**src/sv/sfd_pkg.sv**
```systemverilog
// ----------------------------------------------------------------------------
// sfd_pkg
// Shared types, constants and the CRC-16 table function for the serial
// frame deframer.
// ----------------------------------------------------------------------------
package sfd_pkg;

  localparam int unsigned ByteW     = 8;
  localparam int unsigned LenW      = 16;
  localparam int unsigned CrcW      = 16;
  localparam int unsigned KindW     = 2;
  localparam int unsigned CfgIdxW   = 1;
  localparam int unsigned CfgDataW  = 16;

  localparam logic [CrcW-1:0]  CrcPoly        = 16'h8005;
  localparam logic [LenW-1:0]  MinLen         = 16'd7;
  localparam logic [ByteW-1:0] MarkerReset    = 8'd83;
  localparam logic [LenW-1:0]  MaxLenReset    = 16'd128;

  // configuration register indexes
  localparam logic [CfgIdxW-1:0] CfgStartMarker = 1'd0;
  localparam logic [CfgIdxW-1:0] CfgMaxLen      = 1'd1;

  typedef enum logic [KindW-1:0] {
    KIND_DATA    = 2'd0,
    KIND_GOOD    = 2'd1,
    KIND_BAD_CRC = 2'd2,
    KIND_BAD_LEN = 2'd3
  } kind_e;

  // MSB-first remainder of (idx << 8) under the 0x8005 polynomial
  function automatic logic [CrcW-1:0] crc_table(input logic [ByteW-1:0] idx);
    logic [CrcW-1:0] c;
    c = {idx, 8'h00};
    for (int k = 0; k < 8; k++) begin
      if (c[CrcW-1]) c = {c[CrcW-2:0], 1'b0} ^ CrcPoly;
      else           c = {c[CrcW-2:0], 1'b0};
    end
    return c;
  endfunction

  function automatic logic [CrcW-1:0] crc_update(input logic [CrcW-1:0] crc,
                                                 input logic [ByteW-1:0] b);
    return {8'h00, crc[CrcW-1:8]} ^ crc_table(crc[ByteW-1:0] ^ b);
  endfunction

endpackage

```
**src/sv/serial_frame_deframer_crc16.sv**
```systemverilog
// ----------------------------------------------------------------------------
// serial_frame_deframer_crc16
// Hunts for a start marker, parses address, length, command, data and a
// little-endian CRC-16 trailer; emits data bytes and a frame status.
// ----------------------------------------------------------------------------
//  channel | signals                                   | direction
//  --------+-------------------------------------------+----------
//  in      | in_valid_i, in_ready_o, byte_in_i         | sink
//  out     | out_valid_o, out_ready_i, kind_o, data_byte_o, address_o,
//          | command_o, frame_length_o, received_crc_o | source
//  cfg     | cfg_valid_i, cfg_ready_o, cfg_index_i, cfg_data_i | sink
//
// One byte per cycle while the input is ready: each accepted byte passes the
// parser (and, for address to data bytes, one CRC table step) in the accept cycle,
// and any result it produces lands in the output register at the accepting edge, so it is valid from the next cycle.
// The input stays ready while the output register is empty or being drained.
// Reset returns the parser to hunting and the control and configuration registers to their defaults.
// Configuration writes are always accepted and take effect at once.
// ----------------------------------------------------------------------------
module serial_frame_deframer_crc16 import sfd_pkg::*; (
  input  logic                clk_i,
  input  logic                rst_ni,
  input  logic                in_valid_i,
  output logic                in_ready_o,
  input  logic [ByteW-1:0]    byte_in_i,
  output logic                out_valid_o,
  input  logic                out_ready_i,
  output logic [KindW-1:0]    kind_o,
  output logic [ByteW-1:0]    data_byte_o,
  output logic [ByteW-1:0]    address_o,
  output logic [ByteW-1:0]    command_o,
  output logic [LenW-1:0]     frame_length_o,
  output logic [CrcW-1:0]     received_crc_o,
  input  logic                cfg_valid_i,
  output logic                cfg_ready_o,
  input  logic [CfgIdxW-1:0]  cfg_index_i,
  input  logic [CfgDataW-1:0] cfg_data_i
);

  localparam logic [2:0] PhHunt  = 3'd0;
  localparam logic [2:0] PhAddr  = 3'd1;
  localparam logic [2:0] PhLenLo = 3'd2;
  localparam logic [2:0] PhLenHi = 3'd3;
  localparam logic [2:0] PhCmd   = 3'd4;
  localparam logic [2:0] PhData  = 3'd5;
  localparam logic [2:0] PhCrcLo = 3'd6;
  localparam logic [2:0] PhCrcHi = 3'd7;

  logic [ByteW-1:0] marker_q;
  logic [LenW-1:0]  max_len_q;

  logic [2:0]       phase_q, phase_d;
  logic [LenW-1:0]  len_q, len_d;
  logic [LenW-1:0]  data_left_q, data_left_d;
  logic [CrcW-1:0]  crc_q, crc_d;
  logic [ByteW-1:0] addr_q, addr_d;
  logic [ByteW-1:0] cmd_q, cmd_d;
  logic [ByteW-1:0] crc_lo_q, crc_lo_d;

  logic             out_valid_q;
  logic [KindW-1:0] kind_q, kind_d;
  logic [ByteW-1:0] data_q, data_d;
  logic [ByteW-1:0] oaddr_q;
  logic [ByteW-1:0] ocmd_q, ocmd_d;
  logic [LenW-1:0]  olen_q;
  logic [CrcW-1:0]  orcrc_q, orcrc_d;
  logic             emit_d;

  logic             in_acc;
  logic [LenW-1:0]  full_len;
  logic [CrcW-1:0]  crc_next;
  logic [CrcW-1:0]  rx_crc;

  assign in_ready_o  = !out_valid_q || out_ready_i;
  assign in_acc      = in_valid_i && in_ready_o;
  assign cfg_ready_o = 1'b1;

  assign crc_next = crc_update(crc_q, byte_in_i);
  assign full_len = {byte_in_i, len_q[ByteW-1:0]};
  assign rx_crc   = {byte_in_i, crc_lo_q};

  always_comb begin
    phase_d     = phase_q;
    len_d       = len_q;
    data_left_d = data_left_q;
    crc_d       = crc_q;
    addr_d      = addr_q;
    cmd_d       = cmd_q;
    crc_lo_d    = crc_lo_q;
    emit_d      = 1'b0;
    kind_d      = KIND_DATA;
    data_d      = '0;
    ocmd_d      = cmd_q;
    orcrc_d     = '0;
    unique case (phase_q)
      PhHunt: begin
        if (byte_in_i == marker_q) begin
          crc_d    = '0;
          len_d    = '0;
          addr_d   = '0;
          cmd_d    = '0;
          crc_lo_d = '0;
          phase_d  = PhAddr;
        end
      end
      PhAddr: begin
        addr_d  = byte_in_i;
        crc_d   = crc_next;
        phase_d = PhLenLo;
      end
      PhLenLo: begin
        len_d   = {{(LenW-ByteW){1'b0}}, byte_in_i};
        crc_d   = crc_next;
        phase_d = PhLenHi;
      end
      PhLenHi: begin
        len_d       = full_len;
        crc_d       = crc_next;
        data_left_d = full_len - MinLen;
        if (full_len < MinLen || full_len > max_len_q) begin
          phase_d = PhHunt;
          emit_d  = 1'b1;
          kind_d  = KIND_BAD_LEN;
          ocmd_d  = '0;
        end else begin
          phase_d = PhCmd;
        end
      end
      PhCmd: begin
        cmd_d   = byte_in_i;
        crc_d   = crc_next;
        phase_d = (len_q > MinLen) ? PhData : PhCrcLo;
      end
      PhData: begin
        crc_d       = crc_next;
        data_left_d = data_left_q - LenW'(1);
        if (data_left_q == 16'd1) phase_d = PhCrcLo;
        emit_d = 1'b1;
        kind_d = KIND_DATA;
        data_d = byte_in_i;
      end
      PhCrcLo: begin
        crc_lo_d = byte_in_i;
        phase_d  = PhCrcHi;
      end
      PhCrcHi: begin
        phase_d = PhHunt;
        emit_d  = 1'b1;
        kind_d  = (rx_crc == crc_q) ? KIND_GOOD : KIND_BAD_CRC;
        orcrc_d = rx_crc;
      end
      default: phase_d = PhHunt;
    endcase
  end

  always_ff @(posedge clk_i or negedge rst_ni) begin
    if (!rst_ni) begin
      marker_q  <= MarkerReset;
      max_len_q <= MaxLenReset;
    end else if (cfg_valid_i) begin
      unique case (cfg_index_i)
        CfgStartMarker: marker_q  <= cfg_data_i[ByteW-1:0];
        CfgMaxLen:      max_len_q <= cfg_data_i[LenW-1:0];
        default: ;
      endcase
    end
  end

  always_ff @(posedge clk_i or negedge rst_ni) begin
    if (!rst_ni) begin
      phase_q     <= PhHunt;
      len_q       <= '0;
      data_left_q <= '0;
      crc_q       <= '0;
      addr_q      <= '0;
      cmd_q       <= '0;
      crc_lo_q    <= '0;
    end else if (in_acc) begin
      phase_q     <= phase_d;
      len_q       <= len_d;
      data_left_q <= data_left_d;
      crc_q       <= crc_d;
      addr_q      <= addr_d;
      cmd_q       <= cmd_d;
      crc_lo_q    <= crc_lo_d;
    end
  end

  always_ff @(posedge clk_i or negedge rst_ni) begin
    if (!rst_ni) begin
      out_valid_q <= 1'b0;
    end else if (in_ready_o) begin
      out_valid_q <= in_acc && emit_d;
    end
  end

  // result payload, loaded only when an item produces a result
  always_ff @(posedge clk_i) begin
    if (in_acc && emit_d) begin
      kind_q  <= kind_d;
      data_q  <= data_d;
      oaddr_q <= addr_q;
      ocmd_q  <= ocmd_d;
      olen_q  <= len_d;
      orcrc_q <= orcrc_d;
    end
  end

  assign out_valid_o    = out_valid_q;
  assign kind_o         = kind_q;
  assign data_byte_o    = data_q;
  assign address_o      = oaddr_q;
  assign command_o      = ocmd_q;
  assign frame_length_o = olen_q;
  assign received_crc_o = orcrc_q;

endmodule

```
**config.mk**
```make
export PLATFORM = sky130hd
export DESIGN_NAME = serial_frame_deframer_crc16
export DESIGN_NICKNAME = d
export VERILOG_FILES = /design/src/sv/sfd_pkg.sv /design/src/sv/serial_frame_deframer_crc16.sv
export SDC_FILE = /design/constraint.sdc
export NUM_CORES = 1
export LEC_CHECK = 0
export BUFFER_PORTS_ARGS = -buffer_cell sky130_fd_sc_hd__buf_4
export CAP_MARGIN = 10
export CORE_ASPECT_RATIO = 1.75
export CORE_MARGIN = 2
export CORE_UTILIZATION = 45
export CTS_BUF_LIST = sky130_fd_sc_hd__clkbuf_4 sky130_fd_sc_hd__clkbuf_8
export DETAILED_ROUTE_END_ITERATION = 6
export PLACE_DENSITY_LB_ADDON = 0.05
export SETUP_SLACK_MARGIN = 0.4
export SLEW_MARGIN = 20
export SYNTH_ARGS = -nofsm -noshare
export SYNTH_HDL_FRONTEND = slang
export SYNTH_SLANG_ARGS = --single-unit
```
**constraint.sdc**
```tcl
create_clock -name clk_i -period 19.7 [get_ports clk_i]
set_clock_uncertainty 0.05 [all_clocks]
set_input_delay 3.94 -clock clk_i [delete_from_list [all_inputs] [get_ports clk_i]]
set_output_delay 3.94 -clock clk_i [all_outputs]
set_load 0.01 [all_outputs]
```
Word-level counts from Yosys, hierarchy flattened. Index checks and enable logic that the tools add are counted.

$add $sub $neg: 2. $lt $le $gt $ge: 3. Equality and inequality tests: 12. Muxes and demuxes: 29. Bitwise operators: 11. Reduce and logical (&&, ||, !) cells: 21.

Operator list (number): 16-bit two-way mux (10); 16-bit one-hot mux with 2 select lines (2); 16-bit one-hot mux with 3 select lines (1); 8-bit one-hot mux with 2 select lines (3); 8-bit two-way mux (3); 3-bit inverter (8); 3-bit one-hot mux with 8 select lines (1); 16-bit by 1-bit equality test with 1-bit output, second input constant (1); 16-bit equality test (1); 16-bit > comparator (1); 16-bit by 3-bit > comparator with 1-bit output, second input constant (1); 16-bit by 3-bit less-than comparator with 1-bit output, second input constant (1); 16-bit by 1-bit subtractor with 16-bit output, second input constant (1); 16-bit by 3-bit subtractor with 16-bit output, second input constant (1); 8-bit by 16-bit bitwise XOR with 16-bit output (1); 3-bit AND reduction (5); 3-bit equality test, second input constant (4); 2-bit nonzero test (5); 3-bit two-way mux (3); 8-bit equality test (1); 8-bit bitwise XOR (1); 3-bit by 2-bit equality test with 1-bit output, second input constant (2); 2-bit two-way mux (3); 2-bit AND reduction (3); other kinds (12) (15).

Bits in registers: 158. Input port bits: 30. Output and inout port bits: 61. Logic and storage cells: 94.

Depth between registers and ports, before layout.
Depth in word-level cells: 19. Depth in mapped cells: 8. Mapped depth without buffers: 8.

Worst setup path before layout. Ideal clock, no wire load.

Kind: input-to-reg. Start point: in byte_in_i[6]. End point: reg oaddr_q[0] (netlist: address_o[0]) (enable). Setup time: 0.554 ns. Data arrival time: 9.157 ns. Data required time: 19.096 ns. Setup slack: 9.939 ns. Cell stages on the path: 7. Path buffers: 0. Cells stage by stage: ha_1 -> nand4_1 -> nor2_1 -> and3_1 -> and4_1 -> or2_2 -> o21ai_0.

Cells in the longest elaborated chain, start to end: 5. Elaborated cells between the ends (all ways): 6. Classes of those cells: order compare: 2; mux: 2; reduce/logical: 2.

Ends and longest elaborated chain: start: declaration (RTL line serial_frame_deframer_crc16.sv:25) `input logic [ByteW-1:0] byte_in_i,`; 16-bit by 3-bit less-than comparator with 1-bit output / 16-bit > comparator (equally long branches) (RTL line serial_frame_deframer_crc16.sv:120) `if (full_len < MinLen || full_len > max_len_q) begin`; 1-bit logical OR * (RTL line serial_frame_deframer_crc16.sv:120); 1-bit two-way mux * (RTL line serial_frame_deframer_crc16.sv:120); 1-bit one-hot mux with 2 select lines * (RTL line serial_frame_deframer_crc16.sv:95) `unique case (phase_q)`; 1-bit logical AND * (RTL line serial_frame_deframer_crc16.sv:199) `if (in_acc && emit_d) begin`; end signal: assignment (RTL line serial_frame_deframer_crc16.sv:202) `oaddr_q <= addr_q;`; end: declaration (RTL line serial_frame_deframer_crc16.sv:63) `logic [ByteW-1:0] oaddr_q;`.

Every way passes the cells marked *; elsewhere a longest branch is shown, timed or not. A chain may end at the register's enable or synchronous reset.

Worst setup path in the final report.
Start point: in out_ready_i. End point: out in_ready_o.

Cells in the longest elaborated chain, start to end: 1.

Ends and longest elaborated chain: start: declaration (RTL line serial_frame_deframer_crc16.sv:27) `input logic out_ready_i,`; 1-bit logical OR (RTL line serial_frame_deframer_crc16.sv:74) `assign in_ready_o = !out_valid_q || out_ready_i;`; end: declaration (RTL line serial_frame_deframer_crc16.sv:24) `output logic in_ready_o,`.

No other way between the ends.

==> key figures <==
Logic synthesis
  – Synthesized net count: around 740
  – Unique masters post-synth: 57
  – Post-synth ARST share: between 60 and 70%
  – Syn_area_per_cell: 11.0 µm²
  – #FFs+latches synth: approximately 150
  – Post-synthesis sequential area ratio: a little over half
  – Post-Syn Area: ~0.0076 mm²
  – Post-synth EDFFs: 58
  – Synth Warn #: 0
  – Dominant synthesized flop cell: dfrtp_1
  – Mapped Cells: about 690

STA
  – Unrepaired setup endpoints after global routing: no
  – Max-slew headroom: around a quarter
  – Crit path time final: 8390 ps
  – Max Fclk: 119 MHz
  – Worst-margin pin slew: around 1100 ps
  – Slew Viols, Final: 0
  – Final hold violations: 0
  – Final Cycle Share: between 40% and 50%
  – Setup slack after layout: 11310 ps
  – Final setup viols: 0
  – Setup TNS: 0 ps

Placement
  – Inst Count DP: 962
  – Hpwl dp: 12500 µm
  – Dpl ws: ~11000 ps
  – Placer Congestion: 0.873
  – Dpl cell area: around 0.0084 mm²
  – PortBufs: between 80 and 90

Route
  – Final wirelength: about 18000 µm
  – DR vias: 5415
  – DR DRC count: 0
  – Initial DRC count: between 200 and 300
  – Vias/cell: 5.45
  – Detail Route Antenna Nets: 0
  – WL/cell: around 18 µm
  – First-pass iteration count of the detailed router: 4

Floorplan
  – Die X: about 100 µm
  – # IOs: 91
  – Initial Utilization: 46.0%
  – Die height: ~180 µm
  – Die Area: 0.0179 mm²
  – Core ar.: around 0.016 mm²
  – Row cnt: slightly above 60

Critical path
  – Crit path DAT: 4400 ps
  – Critical Path Source Type: input pin
  – Reg2reg path depth: 7
  – CP startpoint: out_ready_i
  – Worst Path Max Fanout: 4
  – Worst Setup EP: in_ready_o
  – Worst EP required: between 15000 and 20000 ps
  – WS Path Type: input pin to primary output
  – R2R Setup Slk: 16200 ps
  – Reg-to-Reg End: frame_length_o[2]$_DFFE_PP_
  – Crit. End Element: primary output
  – Worst flop-to-flop path startpoint: len_q[7]$_DFFE_PN0P_

Global routing
  – GR met3 Demand/Resource: ~3%
  – Most Crowded Layer GR: met2
  – Vias in the first global route: between 5k and 6k
  – Initial antenna violation count: 0
  – Pin count of the biggest net entering global routing: 72
  – First-pass GRT wire length: about 29000 µm
  – Remaining global-route overflow: 0
  – GR Util met1: 25.7%
  – All-Layer GR Usage: between 20% and 30%
  – Met2 global-route usage: ~37%

CTS
  – Number of buffers added for setup after CTS: 0
  – Clk sink count: around 150
  – TritonCTS clock tree: yes
  – H-tree levels: 4
  – Hold-fix buffers, CTS: 0
  – CTS Buffer Depth: 2
  – CTS buffer count: 17
  – Worst-path clk slew: approximately 90 ps
  – Clk_lat worst skew: approximately 460 ps
  – Clock root cell: clkbuf_8
  – # resized after CTS: 0

Cells and area
  – Commonest non-fill, non-tap cell in the layout: buf_4
  – Commonest non-fill, non-tap cells in the layout: buf_4 (94), dfrtp_1 (90), nand2_1 (67)
  – Antenna cells: 0
  – Fin cells: roughly 990
  – Area growth from synthesis to layout: 16.4%
  – Design Area, Final: between 0.008 and 0.009 mm²
  – Layout cells sized above 1: between 20% and 30%
  – Final core utilization: a little over half
  – Nets: 806

Flow run
  – Max Cap Viol: 0

Status
  – Status: finished clean

Power
  – Power Dens Cells: roughly 150 mW/mm²
  – Worst vdd ir: roughly 0.000057 V
  – Leak pwr: 0.00369 µW

Worst hold path
  – Min-delay worst type: flip-flop to flip-flop
==> cell usage after synthesis (all sizes together), types with 2 or more instances <==
master	count	area (µm²)
nand2	67	251
nand3b	2	15.0
dfstp	5	131
and4	2	17.5
a211o	2	17.5
and3	4	25.0
o22ai	2	12.5
nor3	16	80.1
or4	3	30.0
edfxtp	58	1740
a22o	24	210
or3	4	25.0
a22oi	2	15.0
nand4	18	113
clkbuf	33	124
inv	30	113
o21a	2	15.0
o211ai	2	15.0
xor2	11	96.3
buf	11	65.1
a21oi	24	120
ha	19	238
xnor2	42	368
nor2b	13	81.3
o31ai	3	27.5
a31oi	2	12.5
o21ai	58	290
nand2b	3	18.8
nor2	23	86.3
and2	26	163
a21o	6	45.0
a211oi	2	15.0
nor4	10	96.4
dfrtp	90	2250
nand3	11	55.1
a221o	3	30.0
a31o	9	78.8
mux2	33	372
or2	4	25.0
==> report_power, final <==
part | internal, µW | switching (µW)
clock | 131 | 131
sequential | 449 | 92.7
combinational | 217 | 274
total | 797 | 498
==> how the worst min path moves through the flow <==
stage / from / endpoint / slack (ps) / cells past startpoint
floorplan: addr_q[0]$_DFFE_PN0P_ / address_o[0]$_DFFE_PP_ / 370 / 0
global placement: addr_q[7]$_DFFE_PN0P_ / address_o[7]$_DFFE_PP_ / 390 / 0
detailed placement: addr_q[2]$_DFFE_PN0P_ / address_o[2]$_DFFE_PP_ / 380 / 0
CTS: addr_q[4]$_DFFE_PN0P_ / address_o[4]$_DFFE_PP_ / 400 / 0
global route: addr_q[2]$_DFFE_PN0P_ / address_o[2]$_DFFE_PP_ / 420 / 0
finish: addr_q[4]$_DFFE_PN0P_ / address_o[4]$_DFFE_PP_ / 400 / 0
==> layer usage <==
| layer | routed length (µm) | up-vias |
|---|---|---|
| met3 | 640 | 32 |
| met2 | 9460 | 147 |
| met4 | 439 | 0 |
| met1 | 7370 | 2652 |
| li1 | - | 2584 |
| met5 | 0 | - |
==> state kept, by name, indices dropped and copies added, names as in the netlist, 2 cells and up <==
| name | cells |
|---|---|
| marker_q | 8 |
| command_o | 8 |
| data_byte_o | 8 |
| frame_length_o | 16 |
| addr_q | 8 |
| received_crc_o | 16 |
| max_len_q | 16 |
| crc_q | 11 |
| crc_lo_q | 8 |
| cmd_q | 8 |
| data_left_q | 16 |
| address_o | 8 |
| len_q | 16 |
| kind_o | 2 |
| phase_q | 3 |
==> worst max-delay path: stages <==
cell	delay [ps]
buf_4	110
nand2b_1	180
buf_4	170
==> logic make-up (layout without fill, tap and decap cells) <==
kind of cell,count (synthesis),after routing,share of synthesized area (%)
flops,153,153,54.5
other cells,1,1,0.0496
buf+inv,74,156,3.99
fa+ha+maj,19,19,3.14
simple gates,207,207,14.5
xor+xnor,53,53,6.14
mux,33,33,4.91
compound gates,148,148,12.8
==> stage by stage <==
stage	total power (µW)	hold WS, ps
finish	1290	401
global route	1380	421
CTS	1300	403
detailed placement	1040	385
global placement	1020	386
floorplan	887	375
==> cell type report <==
| cell class | instances | area (µm²) |
|---|---|---|
| tap | 224 | 280 |
| inverter | 30 | 113 |
| multi-input combinational | 461 | 3150 |
| clock buffer | 18 | 241 |
| timing repair buffer | 94 | 706 |
| clock inverter | 14 | 189 |
| sequential | 153 | 4130 |
| fill | 1509 | 7640 |
No activity file was read; power rests on OpenSTA's default activity.
